$ cat config.mk
export PLATFORM = sky130hd
export DESIGN_NAME = hmwps_queue
export DESIGN_NICKNAME = d
export VERILOG_FILES = /design/src/rtl/hmwps_pkg.sv /design/src/rtl/hmwps_queue.sv
export SDC_FILE = /design/constraint.sdc
export NUM_CORES = 1
export LEC_CHECK = 0
export BUFFER_PORTS_ARGS = -buffer_cell sky130_fd_sc_hd__buf_2
export CAP_MARGIN = 20
export CORE_MARGIN = 2
export CORE_UTILIZATION = 54
export CTS_CLUSTER_DIAMETER = 30
export DETAILED_ROUTE_END_ITERATION = 8
export GPL_TIMING_DRIVEN = 0
export PLACE_DENSITY = 0.82
export SETUP_SLACK_MARGIN = 0.05
export SLEW_MARGIN = 10
export SYNTH_ARGS = -nofsm -noshare
export SYNTH_HDL_FRONTEND = slang
export SYNTH_SLANG_ARGS = --single-unit
$ cat constraint.sdc
create_clock -name clk -period 4.5 [get_ports clk]
set_input_delay 0.675 -clock clk [delete_from_list [all_inputs] [get_ports clk]]
set_output_delay 0.675 -clock clk [all_outputs]
set_load 0.02 [all_outputs]
$ cat src/rtl/hmwps_pkg.sv
package hmwps_pkg;

	localparam int PixW = 14;
	localparam int OutW = 8;

	typedef enum logic [2:0] {
		ST_RUN,
		ST_CLEAR,
		ST_SCAN,
		ST_PEAK,
		ST_FINISH
	} state_t;

	// one queued item
	typedef struct packed {
		logic            cmd;
		logic [PixW-1:0] pix;
		logic            fend;
	} item_t;

	localparam logic CMD_LOAD  = 1'b0;
	localparam logic CMD_FETCH = 1'b1;

endpackage

$ cat src/rtl/hmwps_queue.sv
module hmwps_queue (
	input  logic             clk,
	input  logic             arst_n,
	input  logic             in_valid,
	output logic             in_ready,
	input  hmwps_pkg::item_t in_item,
	output logic             out_valid,
	input  logic             out_ready,
	output hmwps_pkg::item_t out_item
);
	import hmwps_pkg::*;

	// two-entry queue between front and back
	item_t      mem_q [2];
	logic       wr_q;
	logic       rd_q;
	logic [1:0] cnt_q;
	logic       push;
	logic       pop;

	assign in_ready  = (cnt_q != 2'd2);
	assign out_valid = (cnt_q != 2'd0);
	assign out_item  = mem_q[rd_q];
	assign push      = in_valid && in_ready;
	assign pop       = out_valid && out_ready;

	always_ff @(posedge clk) begin
		if (push) begin
			mem_q[wr_q] <= in_item;
		end
	end

	always_ff @(posedge clk or negedge arst_n) begin
		if (!arst_n) begin
			wr_q  <= 1'b0;
			rd_q  <= 1'b0;
			cnt_q <= 2'd0;
		end else begin
			if (push) wr_q <= ~wr_q;
			if (pop) rd_q <= ~rd_q;
			cnt_q <= cnt_q + {1'b0, push} - {1'b0, pop};
		end
	end

endmodule

Word-level counts from Yosys, hierarchy flattened --
Memories as Yosys holds them, arrays and structs flattened. Index checks and enable logic that the tools add are counted.
Operators by class: div/mod/pow operators 0, reductions and logical operators 3, $lt $le $gt $ge 0, bitwise gates (word level) 2, multipliers 0, eq/ne operators 1, shift operators 0, multiplexer cells 2, add/subtract/negate cells 2
Operators by type and width (number):
- 2-bit by 1-bit adder with 2-bit output | 1
- 1-bit logical AND | 2
- 1-bit two-way mux | 2
- 2-bit inequality test, second input constant | 1
- 1-bit inverter | 2
- 2-bit nonzero test | 1
- 2-bit by 1-bit subtractor with 2-bit output | 1
Word-level totals: bits in read-only memories 0, latch bits 0, RAM bits 32, memories 1, input bits 20, word-level logic and storage cells 14, bits in registers 4, output and inout port bits 18
Memories:
- mem_q | depth 2, width 16, read ports 1, clocked after Yosys merged registers in 0, wr ports 1, line hmwps_queue.sv:14 | item_t mem_q [2];

Depth between registers and ports, before layout --
word-level depth 4, depth in mapped cells 7, gate-level depth less buffers 7

Worst setup path before layout --
Ideal clock, no wire load.
kind input-to-reg, start input port in_valid, end memory mem_q[0][0] in the netlist's numbering, enable pin, setup time 0.388 ns, cell stages on the path 2, data required time 4.112 ns, path buffers 0, slack 2.641 ns, arrival time 1.471 ns, path through nand2_1 nor2_1
On the way: cells in the longest elaborated chain, start to end 3
RTL lines:
- start, declared | line hmwps_queue.sv:4 | input logic in_valid,
- 1-bit logical AND | line hmwps_queue.sv:24 | assign push = in_valid && in_ready;
- 1-bit two-way mux | line hmwps_queue.sv:28 | if (push) begin
- 1-bit two-way mux (implied by the code) | line hmwps_queue.sv:29 | mem_q[wr_q] <= in_item;
- end, declared | line hmwps_queue.sv:14
Every way passes these cells.

==> key figures <==
Outcome
  • Run status: finished clean

Worst setup path
  • R2r setup slk: 2780 ps
  • CP required: 3830 ps
  • Start point of the critical path: rd_q
  • Launching element type of the critical path: register
  • Worst Setup End Kind: primary output
  • Worst reg2reg startpoint: cnt_q[1]
  • Data arrival at the endpoint of the critical path: 1470 ps
  • Critical Path Fanout Max: 10
  • Reg2reg path depth: 7
  • Class of the most critical setup path: register to primary output
  • Worst flop-to-flop path endpoint: cnt_q[1]

Timing
  • Worst hold slack across all endpoints: 133.2 ps
  • Number of max-slew violations in the final report: 0
  • Final critical-path required period: 2148 ps
  • Final WS setup: 2352 ps
  • Setup repair after global routing missed its margin: false
  • Setup TNS: 0 ps
  • Worst slew pin tran: 811.2 ps
  • Clock Skew: 7.905 ps
  • Total setup violations reported at the end of the flow: 0
  • Final period utilization: 47.74%
  • Maximum clock frequency: 465.5 MHz
  • Worst slew margin: 45.86%
  • Number of hold violations in the final report: 0

Yosys
  • Dominant cell type by area after synthesis: edfxtp_1
  • Synth top area share: 70.52%
  • Total nets after synthesis: 89
  • Top cells by area, synth: edfxtp_1 (71%), mux2_2 (13%), dfrtp_1 (7.3%)
  • Number of flip-flops and latches in the synthesized netlist: 36
  • Combined area of all synthesized cells: 1363 µm²
  • Average cell area after synthesis: 20.34 µm²
  • Synth Area in Compound Gates: 0%
  • Sequential-to-total area share from yosys stat: 77.87%
  • Share of synthesized cell area in full adder, half adder and majority cells: 1.837%
  • Post-Synth XOR/XNOR Area: 2.571%
  • Mux share of post-synthesis cell area: 13.22%
  • Post-synthesis share of cell area spent on and, or, nand and nor gates: 2.571%
  • Synthesized instance count: 67
  • Unique cell type count in the Yosys netlist: 14
  • Combinational family with the most area after synthesis: multiplexers
  • Yosys Warn Count: 0

Power and ir drop
  • Total leakage power: 0.6462 nW
  • Total Power: 1.079 mW
  • Ratio of total power to cell area: 655.1 nW/µm²
  • Worst-case vdd ir drop: 545.5 µV

Routing
  • DR pass1 iterations: 3
  • Mean routed wirelength per cell: 14.71 µm
  • Total number of vias: 731
  • DRC violation total after the first TritonRoute iteration: 18
  • Total detailed-routing wirelength: 2089 µm
  • Via/cell ratio: 5.148
  • Remaining antenna violation count: 0
  • Number of remaining DRC errors: 0

Die
  • Core area: 2432 µm²
  • Die footprint: 2941 µm²
  • Die span in y: 54.23 µm
  • Site row count: 18
  • Horiz. Die Dim: 54.23 µm
  • Num ports: 38
  • Effective utilization at floorplan: 56.02%

CTS
  • Sink Count: 36
  • Number of hold-repair buffers added at the cts stage: 0
  • Post-CTS setup-driven buffer insertion count: 0
  • Register clock-pin slew on the reported worst setup and hold paths: 100 ps
  • Later-pin clock latency in the skew report: 330 ps
  • TritonCTS clock tree: done
  • CTS Root Buffer Type: clkbuf_4
  • Num CTS Buffers: 5
  • H-tree depth: 2
  • Post-CTS Resized: 0
  • Maximum buffer depth of the clock tree: 2

Global route
  • Global-route wire length before repair: 2904 µm
  • Via count of the first global-routing pass: 686
  • Grt ovf: 0
  • Largest net degree at the start of global routing: 17
  • Overall Global Routing Usage: 15.49%
  • Initial antenna violation count: 0

Final layout
  • Total Nets Final: 133
  • Diodes inserted: 0
  • Non-Filler Cell Area, Final: 1647 µm²
  • Layout cell share with drive strength beyond 1: 56.25%
  • Area grow syn2layout: 20.84%

Flow run
  • Maximum Capacitance Violations: 0

Placed design
  • Count of buffers inserted at the top-level ports: 37
  • Final Wtd Congestion: 0.5930
  • Placed Instance Area: 1588 µm²
  • Setup WS pre-CTS: 2579 ps
  • DP HPWL: 1459 µm

Min path
  • Class of the tightest hold or removal check: primary input to asynchronous set/reset pin
==> worst max-delay path: stages, from the launching register on <==
cell and delay (ps):
dfrtp_1 350, buf_6 140, buf_6 160, mux2_2 340
buf_2 160
==> logic make-up after synthesis <==
| family | count (synthesis) |
|---|---|
| and+or+nand+nor | 6 |
| xor gates and xnor gates | 4 |
| DFF | 36 |
| adders and majority gates | 2 |
| buffers and inverters | 3 |
| muxes | 16 |
==> where the power goes <==
| group | switching (mW) | internal [mW] |
|---|---|---|
| combinational | 0.237 | 0.178 |
| clock | 0.0976 | 0.0749 |
| sequential | 0.0279 | 0.463 |
==> synth_stat cells (all sizes together) <==
library cell / instances
buf: 2
nand2: 1
ha: 2
nor2: 1
inv: 1
and3: 1
edfxtp: 32
or2: 1
and2: 1
xnor2: 3
dfrtp: 4
mux2: 16
nand2b: 1
xor2: 1
==> sequential cells by signal, indices dropped and copies added (netlist names) <==
name and count:
mem_q 32, cnt_q 2, rd_q 1, wr_q 1
==> routing by layer <==
layer	wire, µm	global-route usage [%]	share of wire, %
met1	814	15.95	39
met2	1090	25.70	52
met3	124	5.738	5.9
met4	59	11.25	2.8
met5	0	0	0
==> how the worst max path moves through the flow <==
stage | depth (start not counted) | endpoint
after floorplan | 2 | mem_q[0][0]
after global routing | 4 | out_item[13]
final | 4 | out_item[8]
after global placement | 3 | mem_q[0][10]
after detailed placement | 3 | mem_q[0][8]
after CTS | 4 | out_item[13]
==> cell usage in the layout (no fill, tap or decap) <==
cell type | netlist | final
buf_2 | 0 | 37
edfxtp_1 | 32 | 32
mux2_2 | 16 | 16
clkbuf_4 | 0 | 5
dfrtp_1 | 4 | 4
xnor2_1 | 3 | 3
buf_6 | 2 | 2
ha_1 | 2 | 2
or2_1 | 1 | 1
and2_4 | 1 | 1
inv_1 | 1 | 1
nand2b_1 | 1 | 1
nand2_1 | 1 | 1
and3_1 | 1 | 1
nor2_2 | 0 | 1
xor2_1 | 1 | 1
clkinv_1 | 0 | 1
clkbuf_1 | 0 | 1
clkbuf_8 | 0 | 1
==> through the flow <==
stage,util (%),std cells
global placement,65.17,134
detailed placement,65.28,134
floorplan,-,67
global route,67.70,142
finish,67.70,142
CTS,67.70,142
==> cell type report <==
class,instances,area [µm²]
repair buffers,37,185.2
inverters,1,3.754
flip-flops and latches,36,1061
well taps,30,37.54
clock buffers,7,55.05
clock inverters,1,3.754
plain buffers,2,22.52
multi-input cells,28,277.8
fillers,175,785.8
Note: power is estimated with default switching activity, not from simulation.
